==> src/hw/rtl/xee_pkg.sv <==
// shared types, codes and entity tables for the xml escape encoder
package xee_pkg;

  // escape mode codes
  localparam logic [2:0] MODE_ATTR_SQ = 3'd0;
  localparam logic [2:0] MODE_ATTR_DQ = 3'd1;
  localparam logic [2:0] MODE_TEXT    = 3'd2;
  localparam logic [2:0] MODE_FULL    = 3'd3;
  localparam logic [2:0] MODE_CDATA   = 3'd4;
  localparam logic [2:0] MODE_COMMENT = 3'd5;
  localparam logic [2:0] MODE_RESET   = MODE_TEXT;

  // characters of interest
  localparam logic [7:0] CH_LT    = 8'h3c;
  localparam logic [7:0] CH_GT    = 8'h3e;
  localparam logic [7:0] CH_AMP   = 8'h26;
  localparam logic [7:0] CH_APOS  = 8'h27;
  localparam logic [7:0] CH_QUOT  = 8'h22;
  localparam logic [7:0] CH_RBRK  = 8'h5d;
  localparam logic [7:0] CH_DASH  = 8'h2d;
  localparam logic [7:0] CH_SEMI  = 8'h3b;

  // what the back end emits for one input byte
  typedef enum logic [2:0] {
    K_BYTE,
    K_LT,
    K_AMP,
    K_APOS,
    K_QUOT,
    K_GT
  } kind_t;

  // one queued item
  typedef struct packed {
    kind_t      kind;
    logic [7:0] data;
    logic       flag;
  } xee_entry_t;

  // run length per kind
  function automatic logic [2:0] entity_len(input kind_t kind);
    logic [2:0] len;
    case (kind)
      K_LT:    len = 3'd4;
      K_GT:    len = 3'd4;
      K_AMP:   len = 3'd5;
      K_APOS:  len = 3'd6;
      K_QUOT:  len = 3'd6;
      default: len = 3'd1;
    endcase
    return len;
  endfunction

  // byte at position idx of the run
  function automatic logic [7:0] entity_char(input kind_t kind, input logic [2:0] idx,
                                             input logic [7:0] data);
    logic [7:0] ch;
    ch = CH_SEMI;
    if (kind == K_BYTE) begin
      ch = data;
    end else if (idx == 3'd0) begin
      ch = CH_AMP;
    end else begin
      case (kind)
        K_LT:    ch = (idx == 3'd1) ? 8'h6c : (idx == 3'd2) ? 8'h74 : CH_SEMI;
        K_GT:    ch = (idx == 3'd1) ? 8'h67 : (idx == 3'd2) ? 8'h74 : CH_SEMI;
        K_AMP: begin
          case (idx)
            3'd1:    ch = 8'h61;
            3'd2:    ch = 8'h6d;
            3'd3:    ch = 8'h70;
            default: ch = CH_SEMI;
          endcase
        end
        K_APOS: begin
          case (idx)
            3'd1:    ch = 8'h61;
            3'd2:    ch = 8'h70;
            3'd3:    ch = 8'h6f;
            3'd4:    ch = 8'h73;
            default: ch = CH_SEMI;
          endcase
        end
        K_QUOT: begin
          case (idx)
            3'd1:    ch = 8'h71;
            3'd2:    ch = 8'h75;
            3'd3:    ch = 8'h6f;
            3'd4:    ch = 8'h74;
            default: ch = CH_SEMI;
          endcase
        end
        default: ch = data;
      endcase
    end
    return ch;
  endfunction

endpackage

==> src/hw/rtl/xee_front.sv <==
// front end: accepts bytes, tracks sequences and classifies each byte
module xee_front (
  input  logic              clk,
  input  logic              rst_n,
  input  logic [2:0]        mode,
  input  logic              in_valid,
  input  logic [7:0]        in_data_byte,
  input  logic              in_string_start,
  input  logic              q_full,
  output logic              push,
  output xee_pkg::xee_entry_t push_entry
);
  import xee_pkg::*;

  logic [1:0] trk_r;
  logic [1:0] trk_nxt;
  logic [1:0] trk_cur;
  kind_t      kind;
  logic       flag;

  assign push = in_valid && !q_full;

  // classification and tracker update
  always_comb begin
    trk_cur = in_string_start ? 2'd0 : trk_r;
    trk_nxt = 2'd0;
    kind    = K_BYTE;
    flag    = 1'b0;
    case (mode)
      MODE_ATTR_SQ: begin
        if (in_data_byte == CH_LT)        kind = K_LT;
        else if (in_data_byte == CH_AMP)  kind = K_AMP;
        else if (in_data_byte == CH_APOS) kind = K_APOS;
      end
      MODE_ATTR_DQ: begin
        if (in_data_byte == CH_LT)        kind = K_LT;
        else if (in_data_byte == CH_AMP)  kind = K_AMP;
        else if (in_data_byte == CH_QUOT) kind = K_QUOT;
      end
      MODE_TEXT: begin
        if (in_data_byte == CH_RBRK) begin
          trk_nxt = (trk_cur >= 2'd2) ? 2'd2 : trk_cur + 2'd1;
        end else if (in_data_byte == CH_GT && trk_cur >= 2'd2) begin
          kind = K_GT;
        end else if (in_data_byte == CH_LT) begin
          kind = K_LT;
        end else if (in_data_byte == CH_AMP) begin
          kind = K_AMP;
        end
      end
      MODE_FULL: begin
        if (in_data_byte == CH_AMP)       kind = K_AMP;
        else if (in_data_byte == CH_LT)   kind = K_LT;
        else if (in_data_byte == CH_GT)   kind = K_GT;
        else if (in_data_byte == CH_APOS) kind = K_APOS;
        else if (in_data_byte == CH_QUOT) kind = K_QUOT;
      end
      MODE_CDATA: begin
        if (in_data_byte == CH_RBRK) begin
          trk_nxt = (trk_cur >= 2'd2) ? 2'd2 : trk_cur + 2'd1;
        end else if (in_data_byte == CH_GT && trk_cur >= 2'd2) begin
          flag = 1'b1;
        end
      end
      MODE_COMMENT: begin
        if (in_data_byte == CH_DASH) begin
          flag    = (trk_cur >= 2'd1);
          trk_nxt = 2'd1;
        end
      end
      default: begin
        trk_nxt = 2'd0;
      end
    endcase
  end

  assign push_entry = '{kind: kind, data: in_data_byte, flag: flag};

  // tracker moves only on a transfer
  always_ff @(posedge clk) begin
    if (!rst_n) begin
      trk_r <= 2'd0;
    end else if (push) begin
      trk_r <= trk_nxt;
    end
  end

endmodule

==> src/hw/rtl/xee_fifo.sv <==
// small queue between front and back ends
module xee_fifo #(
  parameter int DEPTH = 4
) (
  input  logic                clk,
  input  logic                rst_n,
  input  logic                push,
  input  xee_pkg::xee_entry_t push_entry,
  input  logic                pop,
  output logic                full,
  output logic                empty,
  output xee_pkg::xee_entry_t head
);
  import xee_pkg::*;

  localparam int PW = $clog2(DEPTH);
  localparam int CW = $clog2(DEPTH + 1);

  xee_entry_t    mem [DEPTH];
  logic [PW-1:0] wr_ptr_r;
  logic [PW-1:0] rd_ptr_r;
  logic [CW-1:0] count_r;
  logic          do_push;
  logic          do_pop;

  assign full    = (count_r == CW'(DEPTH));
  assign empty   = (count_r == '0);
  assign do_push = push && !full;
  assign do_pop  = pop && !empty;
  assign head    = mem[rd_ptr_r];

  // storage
  always_ff @(posedge clk) begin
    if (do_push) begin
      mem[wr_ptr_r] <= push_entry;
    end
  end

  // pointers and fill count
  always_ff @(posedge clk) begin
    if (!rst_n) begin
      wr_ptr_r <= '0;
      rd_ptr_r <= '0;
      count_r  <= '0;
    end else begin
      if (do_push) begin
        wr_ptr_r <= (wr_ptr_r == PW'(DEPTH - 1)) ? '0 : wr_ptr_r + 1'b1;
      end
      if (do_pop) begin
        rd_ptr_r <= (rd_ptr_r == PW'(DEPTH - 1)) ? '0 : rd_ptr_r + 1'b1;
      end
      if (do_push && !do_pop) begin
        count_r <= count_r + 1'b1;
      end else if (do_pop && !do_push) begin
        count_r <= count_r - 1'b1;
      end
    end
  end

endmodule

==> src/hw/rtl/xee_back.sv <==
// back end: expands queued items into byte runs behind an output register
module xee_back (
  input  logic                clk,
  input  logic                rst_n,
  input  logic                q_empty,
  input  xee_pkg::xee_entry_t q_head,
  output logic                q_pop,
  output logic                out_valid,
  input  logic                out_stall,
  output logic [7:0]          out_byte,
  output logic                out_run_last,
  output logic                out_forbidden_seen
);
  import xee_pkg::*;

  logic [2:0] idx_r;
  logic       out_valid_r;
  logic [7:0] out_byte_r;
  logic       out_last_r;
  logic       out_flag_r;
  logic       load;
  logic       last;
  logic [2:0] len;

  assign len   = entity_len(q_head.kind);
  assign last  = (idx_r == len - 3'd1);
  assign load  = !q_empty && (!out_valid_r || !out_stall);
  assign q_pop = load && last;

  // run position counter and output valid
  always_ff @(posedge clk) begin
    if (!rst_n) begin
      idx_r       <= 3'd0;
      out_valid_r <= 1'b0;
    end else begin
      if (!out_valid_r || !out_stall) begin
        out_valid_r <= !q_empty;
      end
      if (load) begin
        idx_r <= last ? 3'd0 : idx_r + 3'd1;
      end
    end
  end

  // output payload
  always_ff @(posedge clk) begin
    if (load) begin
      out_byte_r <= entity_char(q_head.kind, idx_r, q_head.data);
      out_last_r <= last;
      out_flag_r <= q_head.flag;
    end
  end

  assign out_valid          = out_valid_r;
  assign out_byte           = out_byte_r;
  assign out_run_last       = out_last_r;
  assign out_forbidden_seen = out_flag_r;

endmodule

==> src/hw/rtl/xml_escape_encoder_top.sv <==
// top level of the xml escape encoder
// Path: an accepted input byte goes through the queue and then the output register.
// Throughput: one input byte per cycle while each maps to one output byte and out_stall is
// low; an entity stays queued until its last byte, and a full queue stalls the input.
// Reset: synchronous active-low rst_n clears the tracker, queue and output valid, and sets
// escape mode to text.
module xml_escape_encoder_top #(
  parameter int FIFO_DEPTH = 4
) (
  input  logic       clk,
  input  logic       rst_n,
  input  logic       cfg_wr_en,
  input  logic [2:0] cfg_wr_data,
  input  logic       in_valid,
  output logic       in_stall,
  input  logic [7:0] in_data_byte,
  input  logic       in_string_start,
  output logic       out_valid,
  input  logic       out_stall,
  output logic [7:0] out_byte,
  output logic       out_run_last,
  output logic       out_forbidden_seen
);
  import xee_pkg::*;

  logic [2:0] mode_r;
  logic       q_full;
  logic       q_empty;
  logic       q_pop;
  logic       push;
  xee_entry_t push_entry;
  xee_entry_t q_head;

  // mode register
  always_ff @(posedge clk) begin
    if (!rst_n) begin
      mode_r <= MODE_RESET;
    end else if (cfg_wr_en) begin
      mode_r <= cfg_wr_data;
    end
  end

  assign in_stall = q_full;

  xee_front u_front (
    .clk             (clk),
    .rst_n           (rst_n),
    .mode            (mode_r),
    .in_valid        (in_valid),
    .in_data_byte    (in_data_byte),
    .in_string_start (in_string_start),
    .q_full          (q_full),
    .push            (push),
    .push_entry      (push_entry)
  );

  xee_fifo #(.DEPTH(FIFO_DEPTH)) u_fifo (
    .clk        (clk),
    .rst_n      (rst_n),
    .push       (push),
    .push_entry (push_entry),
    .pop        (q_pop),
    .full       (q_full),
    .empty      (q_empty),
    .head       (q_head)
  );

  xee_back u_back (
    .clk                (clk),
    .rst_n              (rst_n),
    .q_empty            (q_empty),
    .q_head             (q_head),
    .q_pop              (q_pop),
    .out_valid          (out_valid),
    .out_stall          (out_stall),
    .out_byte           (out_byte),
    .out_run_last       (out_run_last),
    .out_forbidden_seen (out_forbidden_seen)
  );

endmodule

==> config.mk <==
export PLATFORM = sky130hd
export DESIGN_NAME = xml_escape_encoder_top
export DESIGN_NICKNAME = d
export VERILOG_FILES = /design/src/hw/rtl/xee_pkg.sv /design/src/hw/rtl/xee_front.sv /design/src/hw/rtl/xee_fifo.sv /design/src/hw/rtl/xee_back.sv /design/src/hw/rtl/xml_escape_encoder_top.sv
export SDC_FILE = /design/constraint.sdc
export NUM_CORES = 1
export LEC_CHECK = 0
export ABC_AREA = 1
export BUFFER_PORTS_ARGS = -buffer_cell sky130_fd_sc_hd__buf_2
export CORE_MARGIN = 2
export CORE_UTILIZATION = 30
export CTS_CLUSTER_SIZE = 8
export DETAILED_ROUTE_END_ITERATION = 7
export SETUP_SLACK_MARGIN = 0.05
export SYNTH_ARGS = -nofsm -noshare
export SYNTH_HDL_FRONTEND = slang
export SYNTH_SLANG_ARGS = --single-unit
==> constraint.sdc <==
create_clock -name clk -period 3.74 [get_ports clk]
set_clock_uncertainty 0.2 [all_clocks]
set_input_delay 0.374 -clock clk [delete_from_list [all_inputs] [get_ports clk]]
set_output_delay 0.374 -clock clk [all_outputs]
set_load 0.01 [all_outputs]
* Yosys cells after proc, flatten, opt, wreduce, memory -nomap -nowiden *
Memories as Yosys holds them, arrays and structs flattened. A register that Yosys moved wholly into a read port is not among the register bits.
Cells that the tools add are included.

operators by class
  multiplexer cells = 43
  equality and inequality tests = 25
  order comparisons = 2
  reductions and logical operators = 23
  $add $sub $neg = 7

operators by type and width
  kind                   count
  $pmux W7 S4            2
  $eq A8 B6 Y1 const B   6
  $mux W3                15
  $pmux W8 S5            1
  $mux W8                4
  $pmux W7 S3            1
  $eq A3 B2 Y1 const B   6
  $eq A3 B3 Y1 const B   6
  $mux W2                9
  $logic_not A3 Y1       4
  $pmux W3 S4            1
  $eq A3 B1 Y1 const B   3
  $pmux W3 S3            1
  $eq A8 B7 Y1 const B   1
  $logic_and A1 B1 Y1    8
  $mux W7                1
  $add A2 B1 Y2 const B  3
  $add A3 B1 Y3 const B  2
  $logic_not A1 Y1       6
  $mux W1                6
  $reduce_or A2 Y1       3
  $sub A3 B1 Y3 const B  2
  $eq A2 B2 Y1 const B   2
  $pmux W2 S2            1
  other kinds (6)        6

word-level totals
  input bits = 17
  memories = 1
  flip-flop bits (word level) = 26
  output and inout bits = 12
  word-level logic and storage cells = 111
  bits in writable memories = 48

memories
  name        depth  width  read ports  clocked after Yosys merged registers in  wr ports  RTL line        text
  u_fifo.mem  4      12     1           1                                        1         xee_fifo.sv:19  xee_entry_t mem [DEPTH];

* Longest topological paths before layout *
Gate-level depths: netlist of the first run.

  depth in word-level cells = 10
  mapped depth = 19
  mapped depth without buffers = 18

* By module *
Synthesis of the first run repeated with hierarchy kept, for this count alone.

second synthesis, totals
  cells, all modules = 458
  area total of the unflattened synthesis = 3,951.3 µm²

modules (own cells, without submodules)
  module                  cells an instance  area an instance (µm²)  instances  seq. area each (µm²)
  xee_fifo                188                2,282.2                 1          1,621.6
  xee_back                152                1,044.8                 1          380.4
  xee_front               101                510.5                   1          40.0
  xml_escape_encoder_top  17                 113.9                   1          60.1

* Worst setup path before layout of the first run *
OpenSTA, ideal clock, no wires.

  path type = reg2reg
  start point = register (tool-made name)
  end point = register u_fifo.count_r[2]
  library setup time = 0.070 ns
  data required time = 3.470 ns
  buffers on the path = 1
  period minus slack after synthesis = 2.485 ns
  stages on the path, launching flop included = 18
  path slack = 1.255 ns
  data arrival time = 2.215 ns
  cells stage by stage = dfxtp_1 -> buf_6 -> inv_6 -> nand2_1 -> nand3_1 -> nand2_2 -> nand3_2 -> nand3_2 -> nand3_2 -> nand4_2 -> ha_1 -> inv_1 -> fa_1 -> nor2_1 -> nor2_1 -> nand2_1 -> o21ai_0 -> a21oi_1

RTL lines
  item                  RTL line        text
  end signal, assigned  xee_fifo.sv:53  count_r <= count_r + 1'b1;
  end signal, assigned  xee_fifo.sv:55  count_r <= count_r - 1'b1;
  end, declared         xee_fifo.sv:22  logic [CW-1:0] count_r;

==> results by group, run 1 <==
Die
  • Initial Util: 0.309
  • Die span in y: approximately 120 um
  • CORE AREA: 12700 um2
  • Rows: roughly 40
  • Die ar.: 14000 um2
  • Die X: 118 um
  • Ports: 29

Cells and area
  • Post-Layout Cell Count: 645
  • Nets: 497
  • Area delta synth->final: 15.8%
  • Multi-input logic area: around 1500 um2
  • # diodes: 0
  • Share of layout cells above drive strength 1: 0.159
  • Register area: 2100 um2
  • Fillers: between 1000 and 1500

Worst setup path
  • Max stage delay cell, worst path: dfxtp_1
  • Crit end category: flip-flop
  • CP max FO: 15
  • Slowest cell delay on critical path: 460 ps
  • CP arrival: about 3000 ps
  • Worst Path Buf+Inv: 2
  • Startpoint types: flip-flop
  • Cell mode on critical path: nand2_1
  • Crit-path cells: buf_4 > nand2_1 > nand2_1 > nand2_1 > nand2_1 > nand3_2 > nand3_2 > nand3_2 > nand4_2 > ha_1 > inv_1 > fa_1 > nor2_1 > nor2_1 > nand2_1 > o21ai_0 > a21oi_1
  • CP Class: reg -> reg
  • CP required: ~3800 ps
  • CP top delay family: simple AND/OR/NAND/NOR gates

Timing
  • Worst slew pin tran: 534 ps
  • Setup violators final: 0
  • RSZ-0062 raised after global routing: false
  • Minimum clock period: roughly 2900 ps
  • Setup TNS: 0 ps
  • Headroom to the max-slew limit: 0.640
  • Max frequency: 0.342 GHz
  • Endpoints failing hold: 0
  • Max Slew Vio Count: 0
  • Final worst-path cycle share: 0.781

Synth
  • Synth Area in XOR/XNOR: 0.00223
  • #FFs+latches synth: 76
  • Sequential area share after synthesis: 0.535
  • Post-synth top flop: edfxtp_1
  • Top post-synthesis cells by area: edfxtp_1 44%, dfxtp_1 9.2%, nand2_1 7.1%, inv_1 6.0%, o21ai_0 5.1%
  • Mapped Avg Cell Area: between 9 and 10 um2
  • Syn nets: 458
  • Most common library cells after synthesis: 74 x nand2_1, 63 x inv_1, 58 x edfxtp_1
  • Top-count cell post-synth: nand2_1
  • Post-Synthesis Cells: 429
  • Synth top area share: 0.443
  • Cell taking the most area after synthesis: edfxtp_1
  • Yosys synthesis warning count: 0
  • Post-synth EDFFs: between 50 and 60
  • Post-Synth Adder-Cell Area: 0.0401
  • Synth Area in Compound Gates: 0.116
  • Number of library cell types mapped by synthesis: 37
  • Fraction of registers with async set/reset: 0
  • Largest family of logic cells by synthesized area: simple AND/OR/NAND/NOR gates
  • Post-synthesis simple-gate area fraction: 0.227
  • Mux share of post-synthesis cell area: 0
  • Synthesized area: ~3900 um2

Global routing
  • Largest net degree at the start of global routing: 28
  • Gr ovfl total: 0
  • First-pass GRT wire length: 14400 um
  • Initial antenna violation count: 0
  • Vias in the first global route: 2935
  • Overall routing resource usage: 0.128

Hold path
  • Worst min-delay path category: in -> reg

Power and ir drop
  • Worst VDD drop: 0.000248 V
  • Power per cell area: 760 nW/um2
  • P_leak: about 1.9 nW

Clock network
  • TritonCTS clock tree: built
  • Clock sinks: 76
  • Clock Tree Buf Depth: 2
  • Clk slew on worst S/H paths: 60 ps
  • Post-cts repair resize count: 0
  • CTS root buf: clkbuf_16
  • Post CTS Setup Buffer Count: 0
  • CTS Buf Count: 9
  • CTS Hold Bufs: 0
  • Worst-Skew Late Latency: roughly 330 ps
  • H-tree Lvls: 3

Flow run
  • Maxcap violations: 0

Place
  • GPL Wtd Cong: 0.879
  • DP HPWL: 6320 um
  • Port buffer count: 28
  • Placed instance count: 629

Route
  • Post-route ant nets: 0
  • Detailed Route Iter0 Violations: 134
  • DRT Pass-1 Iters: 4
  • Routed vias/inst: 4.76
  • Detailed Route WL: roughly 8500 um
  • DRC: 0
  • Routed len/inst: 13.2 um
  • Vias: between 3000 and 4000

Outcome
  • Status: completed
metrics by stage:
stage / area, um2 / utilization / worst slack (ps) / hold slack [ps] / power, mW
2_1_floorplan: 3930 / - / 1260 / 249 / 2.33
3_3_place_gp: 4280 / 0.337 / 924 / 274 / 2.67
3_5_place_dp: 4280 / 0.337 / 830 / 283 / 2.70
4_1_cts: 4550 / 0.358 / 808 / 52.3 / 3.49
5_1_grt: 4550 / 0.358 / 459 / 78.9 / 3.76
6_report: 4550 / 0.358 / 820 / 65.3 / 3.46
sequential cells by signal, indices dropped and copies added (netlist names), named ones only:
signal	count
u_fifo.mem	48
u_back.out_byte	8
mode_r	3
u_back.idx_r	3
u_fifo.count_r	3
u_fifo.rd_ptr_r	2
u_fifo.wr_ptr_r	2
u_front.trk_r	2
u_back.out_forbidden_seen	1
u_back.out_run_last	1
u_back.out_valid	1
path summary, 6_finish.rpt:
kind | from | to | slack, ps | cells after the start
setup / recovery | flip-flop | u_fifo.count_r[2]$_SDFFE_PN0P_ | 820 | 17
hold / removal | cfg_wr_data[1] | mode_r[1]$_SDFFE_PN1P_ | 70 | 3
hold reg to reg | u_front.trk_r[1]$_SDFFE_PN0P_ | u_front.trk_r[1]$_SDFFE_PN0P_ | 290 | 2
setup reg to reg | flip-flop | u_fifo.count_r[2]$_SDFFE_PN0P_ | 820 | 17
worst register-to-register path, cell delays in order, from the launching register on:
cell and delay, ps:
dfxtp_1 460, buf_4 240, nand2_1 100, nand2_1 80
nand2_1 40, nand2_1 100, nand3_2 150, nand3_2 150
nand3_2 110, nand4_2 140, ha_1 150, inv_1 70
fa_1 430, nor2_1 110, nor2_1 40, nand2_1 70
o21ai_0 70, a21oi_1 130
layout make-up:
| class | count | share of cell area |
|---|---|---|
| repair buffers | 36 | 0.0440 |
| clock buffers | 9 | 0.0495 |
| clock inverters | 7 | 0.00908 |
| well taps | 172 | 0.0473 |
| flip-flops and latches | 76 | 0.462 |
| inverters | 66 | 0.0556 |
| multi-input cells | 279 | 0.333 |
layer usage:
layer	up-vias	share of wire	track usage
met3	8	0.041	0.0309
li1	1538	-	-
met1	1455	0.47	0.165
met2	71	0.47	0.209
met4	0	0.013	0.0476
met5	-	0	0
cells by family after synthesis:
group           Yosys count
compound gates           79
xor+xnor                  1
fa+ha+maj                12
buf+inv                  74
flops                    76
simple gates            187
cells in the final DEF, fill, tap and decap left out, types with 2 or more instances in the layout:
| cell type | count |
|---|---|
| o211ai_1 | 4 |
| or2_2 | 2 |
| clkinv_1 | 4 |
| nor4_1 | 3 |
| o22ai_1 | 6 |
| nor3_1 | 8 |
| inv_6 | 2 |
| nand3_2 | 6 |
| a211oi_1 | 2 |
| a31oi_1 | 2 |
| nand4_1 | 10 |
| nor2_1 | 45 |
| o221ai_1 | 2 |
| nand2_1 | 74 |
| edfxtp_1 | 58 |
| clkbuf_16 | 9 |
| a21oi_1 | 18 |
| dfxtp_1 | 18 |
| ha_1 | 11 |
| buf_4 | 8 |
| o21ai_0 | 40 |
| buf_2 | 28 |
| nand2_2 | 6 |
| nand3_1 | 24 |
| nand2_4 | 6 |
| inv_1 | 63 |
power breakdown:
part           switching, mW  total, mW  internal [mW]
Sequential            0.0731       1.20           1.12
Clock                  0.334      0.777          0.444
Combinational          0.992       1.49          0.493
No activity file was read; power rests on OpenSTA's default activity.
==> run 2, diff against run 1 <==
Clock period 3.74 ns to 2.6 ns, I/O delays scaled along.
==> results by group, run 2 (synthesized netlist as in run 1, its figures left out) <==
Place
  • GPL Wtd Cong: 0.887 (+0.94%)
  • DP HPWL: 6460 um (+2.2%)
  • Placed inst area: 4430 um2 (+3.3%)
  • Port buffer count: 28 (unchanged)

Worst setup path
  • Crit end category: flip-flop
  • CP Class: reg -> reg
  • Reg2reg end: u_fifo.count_r[1]$_SDFFE_PN0P_
  • CP required: 2630 ps (-1170 ps)
  • Register-to-register setup slack: 130 ps (-690 ps)
  • CP arrival: 2500 ps (-480 ps)
  • R2R depth: 14 (-3)
  • CP max FO: 8 (-7)
  • Startpoint types: flip-flop
  • CP Capture Point: u_fifo.count_r[1]$_SDFFE_PN0P_

Route
  • DRC: 0 (unchanged)
  • Routed vias/inst: 4.65 (-2.4%)
  • Post-route ant nets: 0 (unchanged)
  • Detailed Route WL: 8850 um (+4.1%)
  • Vias: 3153 (+2.6%)
  • Routed len/inst: 13.1 um (-0.95%)
  • DRT Pass-1 Iters: 4 (unchanged)
  • Detailed Route Iter0 Violations: 143 (+6.7%)

Global routing
  • Layer with the highest usage: met2
  • First-pass GRT wire length: 14500 um (+0.39%)
  • Gr ovfl total: 0 (unchanged)
  • Initial antenna violation count: 0 (unchanged)
  • Met3 global-route usage: 0.0232 (-0.00772)
  • Met1 Track Usage GR: 0.157 (-0.00720)
  • M2 GR Usage: 0.219 (+0.00975)
  • Overall routing resource usage: 0.128 (+0.000334)
  • Largest net degree at the start of global routing: 19 (-32%)
  • Vias in the first global route: 3100 (+5.6%)

Clock network
  • CTS root buf: clkbuf_16
  • Clk slew on worst S/H paths: 60 ps (about the same)
  • Clock sinks: 76 (unchanged)
  • Clock Tree Buf Depth: 2 (unchanged)
  • TritonCTS clock tree: built
  • Worst-Skew Late Latency: 330 ps (about the same)
  • H-tree Lvls: 3 (unchanged)
  • CTS Buf Count: 9 (unchanged)

Hold path
  • Cells on Worst Hold Path: 3 (unchanged)
  • Worst min-delay path category: in -> reg

Power and ir drop
  • Sw Ratio: 0.386 (-0.0180)
  • Net switching power: 2.20 mW (+57%)
  • Clock share of power: 0.239 (+0.014)
  • Gate power share: 0.455 (+0.026)
  • Power per cell area: 1150 nW/um2 (+51%)
  • Pint: 3.49 mW (+69%)
  • Worst VDD drop: 0.000435 V (+75%)
  • Design Power: 5.68 mW (+64%)
  • P_leak: 2.13 nW (+10%)
  • Seq pwr share: 0.306 (-0.040)

Timing
  • Headroom to the max-slew limit: 0.605 (-0.0348)
  • Setup TNS: 0 ps (unchanged)
  • Final worst-path cycle share: 0.949 (+0.168)
  • Setup violators final: 0 (unchanged)
  • Worst slew pin tran: 586 ps (+51.6 ps)
  • Minimum clock period: 2470 ps (-453 ps)
  • Max Slew Vio Count: 0 (unchanged)
  • Endpoints failing hold: 0 (unchanged)
  • Max frequency: 0.405 GHz (+18%)
  • RSZ-0062 raised after global routing: true

Cells and area
  • Commonest cells after routing, fill and taps aside: 70 x nand2_1, 62 x inv_1, 58 x edfxtp_1
  • Commonest non-fill, non-tap cell in the layout: nand2_1
  • # diodes: 0 (unchanged)
  • Register area: 2110 um2 (+0.24%)
  • Multi-input logic area: 1590 um2 (+5.2%)
  • Share of layout cells above drive strength 1: 0.221 (+0.0628)
  • Biggest register: u_fifo.mem
  • Fillers: 1266 (-4.7%)
  • Nets: 530 (+6.6%)
  • Max reg flops: 48 (unchanged)
  • Post-route cell area: 4960 um2 (+9.0%)
  • Area delta synth->final: 26.3%

Die
  • Die span in y: 118 um (unchanged)
  • Die X: 118 um (unchanged)
  • Die ar.: 14000 um2 (unchanged)
  • Ports: 29 (unchanged)
  • CORE AREA: 12700 um2 (unchanged)
  • Initial Util: 0.309 (unchanged)
  • Rows: 41 (unchanged)

Outcome
  • Status: completed

Flow run
  • Maxcap violations: 0 (unchanged)
==> run 2: stage by stage <==
| stage | setup WS (ps) | hold WS, ps | util | cells |
|---|---|---|---|---|
| after floorplan | 115 | 159 | - | 429 |
| after global placement | -78.5 | 268 | 0.348 | 648 |
| after detailed placement | -189 | 286 | 0.348 | 648 |
| after CTS | 93.0 | 0.172 | 0.382 | 674 |
| after global routing | -24.4 | 24.0 | 0.390 | 678 |
| final | 133 | 10.5 | 0.390 | 678 |
==> run 2: critical path, cell delays in order, from the launching register on <==
cell and delay [ps]:
dfxtp_4 380, buf_6 140, nand2_1 70, nand3_2 100, nand2_4 110, nand2_4 70, nand2_4 80, nand2_4 50
a21oi_4 190, nand4_4 130, ha_4 180, inv_2 50, fa_2 420, o21ai_1 120, a21oi_1 50
==> run 2: worst min-delay path by stage <==
stage / start / to / slack [ps]
global route: in_data_byte[1] / u_fifo.mem[2][2]$_DFFE_PP_ / 20
CTS: cfg_wr_data[2] / mode_r[2]$_SDFFE_PN0P_ / 0.2
floorplan: in_data_byte[0] / u_fifo.mem[0][1]$_DFFE_PP_ / 160
detailed placement: u_front.trk_r[1]$_SDFFE_PN0P_ / u_front.trk_r[1]$_SDFFE_PN0P_ / 290
global placement: u_front.trk_r[1]$_SDFFE_PN0P_ / u_front.trk_r[1]$_SDFFE_PN0P_ / 270
finish: cfg_wr_data[2] / mode_r[2]$_SDFFE_PN0P_ / 10
==> run 2: what timing repair did <==
| action | CTS | global route |
|---|---|---|
| setup buffers | 1 | 3 |
| endpoints found under the hold margin | 29 | 0 |
| gates cloned | 0 | 1 |
| setup endpoints to repair | 2 | 2 |
| pin swaps | 1 | 14 |
| hold buffers | 9 | 0 |
| gates resized for setup | 7 | 17 |
==> run 2: power groups by stage <==
stage	clock network (mW)	registers (mW)	logic [mW]
after CTS	1.38	1.74	2.41
after detailed placement	0	1.76	2.37
final	1.36	1.74	2.59
after global placement	0	1.76	2.32
after global routing	1.42	1.77	2.90
after floorplan	0	1.77	1.57
==> run 2: routing by layer <==
metal / part of all wire / wire [um] / up-vias
met5: 0 / 0 / -
met4: 0.024 / 213 / 0
met3: 0.033 / 292 / 19
met2: 0.48 / 4220 / 71
met1: 0.47 / 4120 / 1458
li1: - / - / 1605
==> run 2: layout make-up <==
type / count / area share
multi-input cells: 279 / 0.321
clock inverters: 7 / 0.0197
clock buffers: 9 / 0.0454
repair buffers: 68 / 0.0941
repair inverters: 1 / 0.00101
flip-flops and latches: 76 / 0.425
well taps: 172 / 0.0434
inverters: 66 / 0.0509
